File: src/hw/rtl/pss_pkg.sv
`timescale 1ns / 1ps
`default_nettype none
// ----------------------------------------------------------------------------
// pss_pkg: shared constants for the polygon scanline span unit
// coordinate width default and the minimum vertex count of a polygon
// ----------------------------------------------------------------------------
package pss_pkg;

    localparam int COORD_WIDTH_DEF = 32;
    localparam int MIN_VERTICES    = 3;

endpackage
`default_nettype wire

File: src/hw/rtl/pss_if.sv
`timescale 1ns / 1ps
`default_nettype none
// ----------------------------------------------------------------------------
// pss channels: valid/ready stream interfaces
// vertex channel in, span result channel out
// ----------------------------------------------------------------------------
interface pss_vertex_if #(
    parameter int W = pss_pkg::COORD_WIDTH_DEF
);
    logic                valid;
    logic                ready;
    logic signed [W-1:0] vertex_s;
    logic signed [W-1:0] vertex_l;
    logic signed [W-1:0] query_s;
    logic                last_vertex;

    modport source (output valid, vertex_s, vertex_l, query_s, last_vertex, input ready);
    modport sink   (input valid, vertex_s, vertex_l, query_s, last_vertex, output ready);
endinterface

interface pss_result_if #(
    parameter int W = pss_pkg::COORD_WIDTH_DEF
);
    logic                valid;
    logic                ready;
    logic                too_few_vertices;
    logic                hit;
    logic signed [W-1:0] span_min;
    logic signed [W-1:0] span_max;

    modport source (output valid, too_few_vertices, hit, span_min, span_max, input ready);
    modport sink   (input valid, too_few_vertices, hit, span_min, span_max, output ready);
endinterface
`default_nettype wire

File: src/hw/rtl/pss_ser_mul.sv
`timescale 1ns / 1ps
`default_nettype none
// ----------------------------------------------------------------------------
// pss_ser_mul: bit-serial unsigned multiplier
// shift-add, one multiplier bit per cycle, full 2W-bit product
// ----------------------------------------------------------------------------
module pss_ser_mul #(
    parameter int W = pss_pkg::COORD_WIDTH_DEF
) (
    input  wire logic           clk,
    input  wire logic           rst_n,
    input  wire logic           start,
    input  wire logic [W-1:0]   mplier,
    input  wire logic [W-1:0]   mcand,
    output logic                done,
    output logic [2*W-1:0]      product
);
    localparam int CW = $clog2(W);

    logic [2*W-1:0] acc_reg;
    logic [W-1:0]   mplier_reg;
    logic [W-1:0]   mcand_reg;
    logic [CW-1:0]  cnt_reg;
    logic           busy_reg;
    logic           done_reg;
    logic [W:0]     sum;

    // partial sum of the upper half, lsb of the multiplier selects the add
    assign sum = {1'b0, acc_reg[2*W-1:W]} + (mplier_reg[0] ? {1'b0, mcand_reg} : '0);

    always_ff @(posedge clk or negedge rst_n)
    begin
        if (!rst_n)
        begin
            acc_reg    <= '0;
            mplier_reg <= '0;
            mcand_reg  <= '0;
            cnt_reg    <= '0;
            busy_reg   <= 1'b0;
            done_reg   <= 1'b0;
        end
        else
        begin
            done_reg <= 1'b0;
            if (start)
            begin
                acc_reg    <= '0;
                mplier_reg <= mplier;
                mcand_reg  <= mcand;
                cnt_reg    <= '0;
                busy_reg   <= 1'b1;
            end
            else if (busy_reg)
            begin
                acc_reg    <= {sum, acc_reg[W-1:1]};
                mplier_reg <= mplier_reg >> 1;
                cnt_reg    <= cnt_reg + 1'b1;
                if (cnt_reg == CW'(W-1))
                begin
                    busy_reg <= 1'b0;
                    done_reg <= 1'b1;
                end
            end
        end
    end

    assign done    = done_reg;
    assign product = acc_reg;

endmodule
`default_nettype wire

File: src/hw/rtl/pss_ser_div.sv
`timescale 1ns / 1ps
`default_nettype none
// ----------------------------------------------------------------------------
// pss_ser_div: bit-serial restoring divider
// 2W-bit dividend by W-bit divisor, quotient known to fit in W bits,
// one quotient bit per cycle shifted into the dividend low register
// ----------------------------------------------------------------------------
module pss_ser_div #(
    parameter int W = pss_pkg::COORD_WIDTH_DEF
) (
    input  wire logic           clk,
    input  wire logic           rst_n,
    input  wire logic           start,
    input  wire logic [2*W-1:0] dividend,
    input  wire logic [W-1:0]   divisor,
    output logic                done,
    output logic [W-1:0]        quotient
);
    localparam int CW = $clog2(W);

    logic [W-1:0]  rem_reg;
    logic [W-1:0]  shift_reg;
    logic [W-1:0]  den_reg;
    logic [CW-1:0] cnt_reg;
    logic          busy_reg;
    logic          done_reg;
    logic [W:0]    trial;
    logic [W:0]    diff;
    logic          ge;

    assign trial = {rem_reg, shift_reg[W-1]};
    assign diff  = trial - {1'b0, den_reg};
    assign ge    = (trial >= {1'b0, den_reg});

    always_ff @(posedge clk or negedge rst_n)
    begin
        if (!rst_n)
        begin
            rem_reg   <= '0;
            shift_reg <= '0;
            den_reg   <= '0;
            cnt_reg   <= '0;
            busy_reg  <= 1'b0;
            done_reg  <= 1'b0;
        end
        else
        begin
            done_reg <= 1'b0;
            if (start)
            begin
                // upper half is below the divisor, so W steps suffice
                rem_reg   <= dividend[2*W-1:W];
                shift_reg <= dividend[W-1:0];
                den_reg   <= divisor;
                cnt_reg   <= '0;
                busy_reg  <= 1'b1;
            end
            else if (busy_reg)
            begin
                rem_reg   <= ge ? diff[W-1:0] : trial[W-1:0];
                shift_reg <= {shift_reg[W-2:0], ge};
                cnt_reg   <= cnt_reg + 1'b1;
                if (cnt_reg == CW'(W-1))
                begin
                    busy_reg <= 1'b0;
                    done_reg <= 1'b1;
                end
            end
        end
    end

    assign done     = done_reg;
    assign quotient = shift_reg;

endmodule
`default_nettype wire

File: src/hw/rtl/polygon_scanline_span_unit.sv
`timescale 1ns / 1ps
`default_nettype none
// ----------------------------------------------------------------------------
// polygon_scanline_span_unit: lateral span of a polygon cut at one station
// vertices in, one min/max span result per polygon out
// ----------------------------------------------------------------------------
// Vertices arrive one per beat in polygon order; query_s is taken from the
// first vertex of each polygon and the beat with last_vertex closes it. One
// vertex is handled at a time. The first vertex of a polygon is only stored.
// Each later vertex evaluates one edge: an edge that misses the station goes
// straight on, a vertical edge takes its first vertex, and an edge that spans
// the station runs the bit-serial multiplier and then the bit-serial restoring
// divider, one bit per cycle each. The last vertex also evaluates the closing
// edge. The result sits in an output register, and the next polygon's
// vertices are taken while it waits.
// ----------------------------------------------------------------------------
module polygon_scanline_span_unit #(
    parameter int COORD_WIDTH = pss_pkg::COORD_WIDTH_DEF
) (
    input  wire logic   clk,
    input  wire logic   rst_n,
    pss_vertex_if.sink  vertex,
    pss_result_if.source result
);
    import pss_pkg::*;

    localparam int W = COORD_WIDTH;
    localparam logic signed [W-1:0] MAXV    = {1'b0, {(W-1){1'b1}}};
    localparam logic signed [W-1:0] NEGMAXV = {1'b1, {(W-2){1'b0}}, 1'b1};
    localparam logic [1:0]          COUNT_SAT = 2'd3;

    typedef enum logic [2:0] {
        ST_IDLE,
        ST_SETUP,
        ST_MUL,
        ST_DIV,
        ST_UPDATE,
        ST_AFTER,
        ST_EMIT
    } state_t;

    state_t              state_reg;
    logic signed [W-1:0] first_s_reg, first_l_reg;
    logic signed [W-1:0] prev_s_reg, prev_l_reg;
    logic signed [W-1:0] cut_reg;
    logic [1:0]          vertex_count_reg;
    logic signed [W-1:0] run_min_reg, run_max_reg;
    logic                hit_seen_reg;
    logic                last_pending_reg;
    logic                closing_reg;
    logic                emit_few_reg;

    // edge under evaluation
    logic signed [W-1:0] e_s0_reg, e_l0_reg, e_s1_reg, e_l1_reg;
    logic [W-1:0]        den_reg;
    logic                up_reg;
    logic signed [W-1:0] l_reg;

    // result register
    logic                res_valid_reg;
    logic                res_few_reg;
    logic                res_hit_reg;
    logic signed [W-1:0] res_min_reg, res_max_reg;

    logic                gt_c, eq_c, in_range_c, up_c;
    logic [W-1:0]        num_c, den_c, dl_c;
    logic                mul_start, mul_done;
    logic [2*W-1:0]      product;
    logic                div_start, div_done;
    logic [W-1:0]        quot;

    // edge setup: direction, station test and operand magnitudes
    always_comb
    begin
        gt_c       = (e_s1_reg > e_s0_reg);
        eq_c       = (e_s1_reg == e_s0_reg);
        in_range_c = gt_c ? (cut_reg >= e_s0_reg && cut_reg <= e_s1_reg)
                          : (cut_reg >= e_s1_reg && cut_reg <= e_s0_reg);
        num_c      = gt_c ? W'(cut_reg - e_s0_reg) : W'(e_s0_reg - cut_reg);
        den_c      = gt_c ? W'(e_s1_reg - e_s0_reg) : W'(e_s0_reg - e_s1_reg);
        up_c       = (e_l1_reg >= e_l0_reg);
        dl_c       = up_c ? W'(e_l1_reg - e_l0_reg) : W'(e_l0_reg - e_l1_reg);
    end

    assign mul_start = (state_reg == ST_SETUP) && in_range_c && !eq_c;
    assign div_start = (state_reg == ST_MUL) && mul_done;

    pss_ser_mul #(.W(W)) u_mul (
        .clk     (clk),
        .rst_n   (rst_n),
        .start   (mul_start),
        .mplier  (num_c),
        .mcand   (dl_c),
        .done    (mul_done),
        .product (product)
    );

    pss_ser_div #(.W(W)) u_div (
        .clk      (clk),
        .rst_n    (rst_n),
        .start    (div_start),
        .dividend (product),
        .divisor  (den_reg),
        .done     (div_done),
        .quotient (quot)
    );

    always_ff @(posedge clk or negedge rst_n)
    begin
        if (!rst_n)
        begin
            state_reg        <= ST_IDLE;
            first_s_reg      <= '0;
            first_l_reg      <= '0;
            prev_s_reg       <= '0;
            prev_l_reg       <= '0;
            cut_reg          <= '0;
            vertex_count_reg <= '0;
            run_min_reg      <= MAXV;
            run_max_reg      <= NEGMAXV;
            hit_seen_reg     <= 1'b0;
            last_pending_reg <= 1'b0;
            closing_reg      <= 1'b0;
            emit_few_reg     <= 1'b0;
            e_s0_reg         <= '0;
            e_l0_reg         <= '0;
            e_s1_reg         <= '0;
            e_l1_reg         <= '0;
            den_reg          <= '0;
            up_reg           <= 1'b0;
            l_reg            <= '0;
            res_valid_reg    <= 1'b0;
            res_few_reg      <= 1'b0;
            res_hit_reg      <= 1'b0;
            res_min_reg      <= '0;
            res_max_reg      <= '0;
        end
        else
        begin
            // in the emit state the result register is handled below
            if (result.ready && state_reg != ST_EMIT)
            begin
                res_valid_reg <= 1'b0;
            end
            unique case (state_reg)
                ST_IDLE:
                begin
                    if (vertex.valid)
                    begin
                        prev_s_reg <= vertex.vertex_s;
                        prev_l_reg <= vertex.vertex_l;
                        if (vertex_count_reg == 2'd0)
                        begin
                            cut_reg          <= vertex.query_s;
                            first_s_reg      <= vertex.vertex_s;
                            first_l_reg      <= vertex.vertex_l;
                            vertex_count_reg <= 2'd1;
                            if (vertex.last_vertex)
                            begin
                                emit_few_reg <= 1'b1;
                                state_reg    <= ST_EMIT;
                            end
                        end
                        else
                        begin
                            e_s0_reg         <= prev_s_reg;
                            e_l0_reg         <= prev_l_reg;
                            e_s1_reg         <= vertex.vertex_s;
                            e_l1_reg         <= vertex.vertex_l;
                            if (vertex_count_reg != COUNT_SAT)
                            begin
                                vertex_count_reg <= vertex_count_reg + 2'd1;
                            end
                            last_pending_reg <= vertex.last_vertex;
                            closing_reg      <= 1'b0;
                            state_reg        <= ST_SETUP;
                        end
                    end
                end
                ST_SETUP:
                begin
                    if (in_range_c)
                    begin
                        hit_seen_reg <= 1'b1;
                        up_reg       <= up_c;
                        den_reg      <= den_c;
                        if (eq_c)
                        begin
                            // vertical edge takes its first vertex
                            l_reg     <= e_l0_reg;
                            state_reg <= ST_UPDATE;
                        end
                        else
                        begin
                            state_reg <= ST_MUL;
                        end
                    end
                    else
                    begin
                        state_reg <= ST_AFTER;
                    end
                end
                ST_MUL:
                begin
                    if (mul_done)
                    begin
                        state_reg <= ST_DIV;
                    end
                end
                ST_DIV:
                begin
                    if (div_done)
                    begin
                        l_reg     <= up_reg ? W'(e_l0_reg + quot) : W'(e_l0_reg - quot);
                        state_reg <= ST_UPDATE;
                    end
                end
                ST_UPDATE:
                begin
                    if (l_reg < run_min_reg)
                    begin
                        run_min_reg <= l_reg;
                    end
                    if (l_reg > run_max_reg)
                    begin
                        run_max_reg <= l_reg;
                    end
                    state_reg <= ST_AFTER;
                end
                ST_AFTER:
                begin
                    if (closing_reg)
                    begin
                        emit_few_reg <= 1'b0;
                        state_reg    <= ST_EMIT;
                    end
                    else if (last_pending_reg)
                    begin
                        if (vertex_count_reg < 2'(MIN_VERTICES))
                        begin
                            emit_few_reg <= 1'b1;
                            state_reg    <= ST_EMIT;
                        end
                        else
                        begin
                            // closing edge from the last vertex back to the first
                            e_s0_reg    <= prev_s_reg;
                            e_l0_reg    <= prev_l_reg;
                            e_s1_reg    <= first_s_reg;
                            e_l1_reg    <= first_l_reg;
                            closing_reg <= 1'b1;
                            state_reg   <= ST_SETUP;
                        end
                    end
                    else
                    begin
                        state_reg <= ST_IDLE;
                    end
                end
                ST_EMIT:
                begin
                    if (!res_valid_reg || result.ready)
                    begin
                        res_valid_reg    <= 1'b1;
                        res_few_reg      <= emit_few_reg;
                        res_hit_reg      <= !emit_few_reg && hit_seen_reg;
                        res_min_reg      <= emit_few_reg ? MAXV : run_min_reg;
                        res_max_reg      <= emit_few_reg ? NEGMAXV : run_max_reg;
                        first_s_reg      <= '0;
                        first_l_reg      <= '0;
                        prev_s_reg       <= '0;
                        prev_l_reg       <= '0;
                        cut_reg          <= '0;
                        vertex_count_reg <= '0;
                        run_min_reg      <= MAXV;
                        run_max_reg      <= NEGMAXV;
                        hit_seen_reg     <= 1'b0;
                        last_pending_reg <= 1'b0;
                        closing_reg      <= 1'b0;
                        state_reg        <= ST_IDLE;
                    end
                end
                default:
                begin
                    state_reg <= ST_IDLE;
                end
            endcase
        end
    end

    assign vertex.ready            = (state_reg == ST_IDLE);
    assign result.valid            = res_valid_reg;
    assign result.too_few_vertices = res_few_reg;
    assign result.hit              = res_hit_reg;
    assign result.span_min         = res_min_reg;
    assign result.span_max         = res_max_reg;

`ifndef SYNTHESIS
    // a new result always leaves the polygon state cleared behind it
    a_clear_on_emit: assert property (@(posedge clk) disable iff (!rst_n)
        $rose(res_valid_reg) |-> (vertex_count_reg == 2'd0) && !hit_seen_reg)
        else $error("polygon state not cleared on result");

    a_few_no_hit: assert property (@(posedge clk) disable iff (!rst_n)
        result.valid && result.too_few_vertices |-> !result.hit)
        else $error("hit reported for a degenerate polygon");

    // every hit edge feeds both min and max, so the span is ordered
    a_span_order: assert property (@(posedge clk) disable iff (!rst_n)
        result.valid && result.hit |-> result.span_min <= result.span_max)
        else $error("span min above span max");
`endif

endmodule
`default_nettype wire
File: src/flat_wrapper.sv
// flat-port wrapper written by rule: the top's interface ports become plain ports
module polygon_scanline_span_unit_flat import pss_pkg::*;
#(
    parameter int COORD_WIDTH = pss_pkg::COORD_WIDTH_DEF
)
  (clk, rst_n, vertex_valid, vertex_vertex_s, vertex_vertex_l, vertex_query_s, vertex_last_vertex, vertex_ready, result_valid, result_too_few_vertices, result_hit, result_span_min, result_span_max, result_ready);
  pss_vertex_if vertex_i ();
  pss_result_if result_i ();
  input  wire logic clk;
  input  wire logic rst_n;
  input wire logic [$bits(vertex_i.valid)-1:0] vertex_valid;
  input wire logic [$bits(vertex_i.vertex_s)-1:0] vertex_vertex_s;
  input wire logic [$bits(vertex_i.vertex_l)-1:0] vertex_vertex_l;
  input wire logic [$bits(vertex_i.query_s)-1:0] vertex_query_s;
  input wire logic [$bits(vertex_i.last_vertex)-1:0] vertex_last_vertex;
  output wire logic [$bits(vertex_i.ready)-1:0] vertex_ready;
  output wire logic [$bits(result_i.valid)-1:0] result_valid;
  output wire logic [$bits(result_i.too_few_vertices)-1:0] result_too_few_vertices;
  output wire logic [$bits(result_i.hit)-1:0] result_hit;
  output wire logic [$bits(result_i.span_min)-1:0] result_span_min;
  output wire logic [$bits(result_i.span_max)-1:0] result_span_max;
  input wire logic [$bits(result_i.ready)-1:0] result_ready;
  assign vertex_i.valid = vertex_valid;
  assign vertex_i.vertex_s = vertex_vertex_s;
  assign vertex_i.vertex_l = vertex_vertex_l;
  assign vertex_i.query_s = vertex_query_s;
  assign vertex_i.last_vertex = vertex_last_vertex;
  assign vertex_ready = vertex_i.ready;
  assign result_valid = result_i.valid;
  assign result_too_few_vertices = result_i.too_few_vertices;
  assign result_hit = result_i.hit;
  assign result_span_min = result_i.span_min;
  assign result_span_max = result_i.span_max;
  assign result_i.ready = result_ready;
  polygon_scanline_span_unit #(.COORD_WIDTH(COORD_WIDTH)) u_core (.clk(clk), .rst_n(rst_n), .vertex(vertex_i), .result(result_i));
endmodule
File: config.mk
export PLATFORM = sky130hd
export DESIGN_NAME = polygon_scanline_span_unit_flat
export DESIGN_NICKNAME = d
export VERILOG_FILES = /design/src/hw/rtl/pss_pkg.sv /design/src/hw/rtl/pss_if.sv /design/src/hw/rtl/pss_ser_mul.sv /design/src/hw/rtl/pss_ser_div.sv /design/src/hw/rtl/polygon_scanline_span_unit.sv /design/src/flat_wrapper.sv
export SDC_FILE = /design/constraint.sdc
export NUM_CORES = 2
export LEC_CHECK = 0
export ABC_AREA = 1
export BUFFER_PORTS_ARGS = -buffer_cell sky130_fd_sc_hd__buf_4
export CORE_MARGIN = 3
export CORE_UTILIZATION = 35
export DETAILED_ROUTE_END_ITERATION = 6
export GPL_TIMING_DRIVEN = 0
export RECOVER_POWER = 50
export SYNTH_ARGS = -nofsm -noshare
export SYNTH_HDL_FRONTEND = slang
export SYNTH_SLANG_ARGS = --single-unit
File: constraint.sdc
create_clock -name clk -period 6.7 [get_ports clk]
set_input_delay 0.335 -clock clk [delete_from_list [all_inputs] [get_ports clk]]
set_output_delay 0.335 -clock clk [all_outputs]
set_load 0.005 [all_outputs]
; ---- Word level (Yosys, flattened, before mapping)
; Cells that the tools add are included.
[totals]
register_bits = 731
input_bits = 101
elab_cells = 244
[classes]
add_sub_neg = 13
order_cmp = 10
n_eq_ne = 29
mux = 120
n_reduce_logical = 35
[op_table]
columns = op, count
row1 = two-way mux 32 bit, 50
row2 = one-hot mux 32 bit (2 select lines), 12
row3 = subtractor 32 bit, 8
row4 = two-way mux 64 bit, 2
row5 = >= comparator 32 bit, 3
row6 = greater-than comparator 32 bit, 2
row7 = less-or-equal comparator 32 bit, 2
row8 = adder 32 x 33 -> 33 bit, 1
row9 = >= comparator 33 x 32 -> 1 bit, 1
row10 = two-way mux 3 bit, 11
row11 = adder 32 bit, 1
row12 = == test 32 bit, 1
row13 = < comparator 32 bit, 1
row14 = two-way mux 1 bit, 31
row15 = one-hot mux 3 bit (7 select lines), 1
row16 = two-way mux 5 bit, 4
row17 = AND reduction 4 bit, 5
row18 = "!= test 2 bit, second input constant", 8
row19 = "!= test 2 x 1 -> 1 bit, second input constant", 7
row20 = nonzero test 2 bit, 7
row21 = AND reduction 3 bit, 4
row22 = AND reduction 6 bit, 2
row23 = "adder 5 x 1 -> 5 bit, second input constant", 2
row24 = "== test 5 bit, second input constant", 2
row25 = 19 further kinds, 39

; ---- Depth between registers and ports, before layout
[depth]
depth_word = 6
depth_mapped = 24
mapped_depth_nobuf = 24

; ---- Modules after synthesis
; From an unflattened synthesis, not the netlist that was laid out.
[unflattened]
cells_unflattened = 6983
hier_area_um2 = 50313.3
[modules_own_cells]
columns = module, n_inst, cells_per_inst, area_per_inst_um2
row1 = polygon_scanline_span_unit, 1, 4936, 35621.7
row2 = pss_ser_mul, 1, 1098, 7887.6
row3 = pss_ser_div, 1, 949, 6804.0

; ---- Least setup slack after synthesis
; OpenSTA, ideal clock, no wires.
[synth_path]
path_type = register -> register
from = register u_core.u_div.shift_reg[0] (netlist: u_core.u_div.quotient[0])
to = register u_core.l_reg[29]
setup_time_ps = 119
arrival_time_ps = 3268
setup_slack_ps = 3313
stages_incl_launch_ff = 23
synth_period_minus_slack_ps = 3387
cell_sequence = dfrtp_1 -> inv_1 -> ha_1 -> nand3_1 -> nor4_1 -> nand2_1 -> inv_1 -> nand2_1 -> or3_1 -> o21ai_0 -> nand2_1 -> xor2_1 -> ha_1 -> nand2_1 -> nor2_1 -> inv_1 -> nor3_1 -> nand2_1 -> o21ai_0 -> xnor2_1 -> o21ai_0 -> nand3_1 -> nand2_1
[synth_via]
elab_chain_cells = 4
[synth_rtl]
columns = element, line
row1 = start: declaration, pss_ser_div.sv:22  ; logic [W-1:0] shift_reg;
row2 = start signal: assignment, pss_ser_div.sv:53  ; shift_reg <= dividend[W-1:0];
row3 = start signal: assignment, pss_ser_div.sv:61  ; shift_reg <= {shift_reg[W-2:0], ge};
row4 = subtractor 32 bit / adder 32 bit (equally long branches), polygon_scanline_span_unit.sv:214  ; l_reg <= up_reg ? W'(e_l0_reg + quot) : W'(e_l0_reg - quot);
row5 = two-way mux 32 bit (*), polygon_scanline_span_unit.sv:214
row6 = two-way mux 32 bit (*), polygon_scanline_span_unit.sv:212  ; if (div_done)
row7 = one-hot mux 32 bit (2 select lines) (*), polygon_scanline_span_unit.sv:145  ; unique case (state_reg)
row8 = end signal: assignment, polygon_scanline_span_unit.sv:190  ; l_reg <= e_l0_reg;
row9 = end signal: assignment, polygon_scanline_span_unit.sv:214
row10 = end: declaration, polygon_scanline_span_unit.sv:57  ; logic signed [W-1:0] l_reg;
; Every way passes the cells marked *; elsewhere a longest branch is shown, timed or not. The select of a mux whose other input is x is not followed.
; A chain may end at the register's enable or synchronous reset.

; ---- Worst setup path in the final report
; Same ends and word-level chain as after synthesis.

==> impl_metrics.env <==
export IMPL_grt_pass1_wl_um=309000
export IMPL_clkTransAtPathRegs_ns=0.06
export IMPL_antenna_found_initial=13
export IMPL_ir_worst_vdd_mv=0.293
export IMPL_maxCapViolations=3
export IMPL_drive_gt1_share_pct=6.37
export IMPL_post_cts_buffers=0
export IMPL_failed_checks="max-capacitance violations, max-slew violations"
export IMPL_dp_hpwl_um=171000
export IMPL_status="complete, but fails checks"
export IMPL_drtIter0Drc=4868
export IMPL_initial_utilization_pct=35.3
export IMPL_row_count=139
export IMPL_reg2reg_setup_slack_ns=1.79
export IMPL_synth_nets=7520
export IMPL_dieHeight_um=387
export IMPL_crit_path_frequent_cell="o21ai_0"
export IMPL_syn_avg_cell_area_um2=7.24
export IMPL_synth_area_leader_cell="dfrtp_1"
export IMPL_ctsHoldBuffers=99
export IMPL_post_synth_top_count_cell="nand2_1"
export IMPL_crit_type="reg -> reg"
export IMPL_timing_final_ws_setup_ns=1.79
export IMPL_hold_viol_final=0
export IMPL_remaining_drc_errors=0
export IMPL_cp_required_ns=7.34
export IMPL_cp_end_kind="flip-flop"
export IMPL_leakagePower_nw=28.9
export IMPL_clock_latency_ns=0.73
export IMPL_cts_buffer_depth=3
export IMPL_largest_register_ff_count=64
export IMPL_worstPathCellList="inv_1, ha_1, nand3_1, nor4_1, nand2_1, inv_1, nand2_1, or3_1, o21ai_0, xor2_1, ha_1, a21o_1, a31oi_1, o21ai_0, a21oi_1, o21ai_0, xnor2_1, o21ai_0, nand3_1, nand2_1"
export IMPL_die_w_um=387
export IMPL_area_growth_pct=15.1
export IMPL_synth_top_area_share_pct=34.4
export IMPL_htreeDepth=3
export IMPL_nets=7884
export IMPL_yosysWarnings=0
export IMPL_arrival_ns=5.56
export IMPL_relSlewSlack_pct=-98.8
export IMPL_fin_util_pct=40.6
export IMPL_rsz0062_at_grt="false"
export IMPL_start_kind="flip-flop"
export IMPL_wl_um=210000
export IMPL_timing_final_crit_period_ns=4.91
export IMPL_core_um2=144000
export IMPL_fmax_mhz=204
export IMPL_place_congestion=0.989
export IMPL_fin_worst_skew_ns=0.0710
export IMPL_slowest_delay_ns=0.47
export IMPL_synthTopCellsByArea="dfrtp_1 34%, nand2_1 11%, ha_1 9.5%, o21ai_0 6.6%, inv_1 6.2%"
export IMPL_grt_max_degree=117
export IMPL_place_ws_ns=1.94
export IMPL_ios=169
export IMPL_finalSetupViolCount=0
export IMPL_hold_class="in -> reg"
export IMPL_cts_num_sinks=731
export IMPL_drv_slew=333
export IMPL_viasPerCell=5.40
export IMPL_vias=50536
export IMPL_synth_edf_count=0
export IMPL_grt_pass1_vias=47698
export IMPL_drt_pass1_iter_count=6
export IMPL_worstPathMaxFanout=7
export IMPL_grt_overflow_total=0
export IMPL_dieArea_um2=150000
export IMPL_cts_buffers=88
export IMPL_cts_tree="yes"
export IMPL_syn_inst=7024
export IMPL_synthFlopType="dfrtp_1"
export IMPL_placed_cells=9102
export IMPL_ctsResizeCount=0
export IMPL_fin_crit_sh_pct=73.3
export IMPL_ys_async_sr_fraction_pct=100
export IMPL_synth_seq_cells=731
export IMPL_synthTopCellsByCount="1,542 x nand2_1, 842 x inv_1, 698 x dfrtp_1, 666 x o21ai_0, 588 x nand3_1"
export IMPL_tightest_slew_ns=2.98
export IMPL_finalNonFillerCells=9363
export IMPL_io_buffer_count=168
export IMPL_crit_path_top_delay_cell="xor2_1"
export IMPL_yosysSeqAreaShare_pct=36.1
export IMPL_netlist_area_um2=50800
export IMPL_power_density_nw_per_um2=600
export IMPL_grt_usage_pct=27.2
export IMPL_ant_nets=0
export IMPL_cts_root_buf="clkbuf_16"
export IMPL_wl_per_cell_um=22.4
export IMPL_synth_distinct_cells=52
export IMPL_setup_tns_ns=0
==> metrics by stage <==
stage	hold slack, ns	instance area [um2]	power (mW)
6_report	0.186	58500	35.1
5_1_grt	0.202	58500	37.5
4_1_cts	0.116	58600	34.6
3_5_place_dp	0.411	54700	29.5
3_3_place_gp	0.458	54500	29.3
2_1_floorplan	0.0394	50800	20.9
==> report_power, final <==
group / total [mW] / switching (mW) / internal, mW
clock: 4.95 / 2.14 / 2.82
combinational: 23.1 / 16.5 / 6.55
sequential: 7.09 / 1.09 / 5.99
total: 35.1 / 19.7 / 15.4
==> per-layer routing <==
| layer | global-route usage, % | share of wire [%] | up-vias |
|---|---|---|---|
| met5 | 0 | 0.027 | - |
| met4 | 7.45 | 2.6 | 8 |
| met3 | 5.62 | 8.4 | 245 |
| met2 | 39.5 | 41 | 1928 |
| met1 | 40.5 | 48 | 24478 |
| li1 | - | - | 23877 |
==> area by class of cell <==
type	instances	area (um2)
Timing Repair Buffer	274	2350
Multi-Input combinational cell	5110	27900
Fill cell	15167	85500
Antenna cell	4	10.0
Inverter	861	3230
Buffer	322	1350
Sequential cell	731	18300
Tap cell	1903	2380
Clock inverter	32	349
Clock buffer	126	2590
==> logic make-up (layout without fill, tap and decap cells) <==
logic type,Yosys count,in the layout,synth area share (%)
and+or+nand+nor,2868,2868,23.5
other,0,4,0
AOI/OAI and AO/OA,1627,1627,17.8
buffers and inverters,1183,1615,9.02
DFF,731,731,36.1
adders and majority gates,395,395,9.86
xor gates and xnor gates,220,220,3.79
==> cell usage in the layout (no fill, tap or decap), drive strengths merged, types with 3 or more instances in the layout <==
master / n
and3: 3
nand3: 595
diode: 4
nand2: 1550
bufinv: 3
dlygate4sd3: 99
clkinv: 24
clkbuf: 435
a221oi: 5
and2: 4
a21o: 45
o21bai: 63
buf: 188
o221ai: 33
nand3b: 6
a31oi: 25
fa: 9
xor2: 164
a21oi: 548
nor4: 15
ha: 386
dfrtp: 698
o21a: 41
dfstp: 33
clkinvlp: 3
a21boi: 16
o21ai: 727
o22ai: 9
a22o: 5
inv: 863
nor3: 44
nor2: 574
nand4: 63
or2: 12
a211oi: 6
o211ai: 96
o31ai: 4
xnor2: 56
==> critical path, delay by kind of cell, from the launching register on <==
family | cells | cell delay (ns)
compound gates | 7 | 1.67
simple gates | 7 | 1.34
fa+ha+maj | 2 | 0.61
xor+xnor | 2 | 0.61
flops | 1 | 0.42
buf+inv | 2 | 0.20
==> path summary, 6_finish.rpt <==
| path | start | endpoint | depth (start not counted) |
|---|---|---|---|
| max | u_core.u_div.quotient[0] | u_core.l_reg[29] | 20 |
| min | vertex_valid | u_core.vertex_count_reg[1] | 5 |
| max reg2reg | u_core.u_div.quotient[0] | u_core.l_reg[29] | 20 |
| min reg2reg | u_core.run_max_reg[14] | u_core.run_max_reg[14] | 2 |
| max in group asynchronous | rst_n | u_core.u_mul.mplier_reg[26] | 4 |
| min in group asynchronous | rst_n | u_core.result.span_max[4] | 2 |
(Power assumes the default switching activity.)
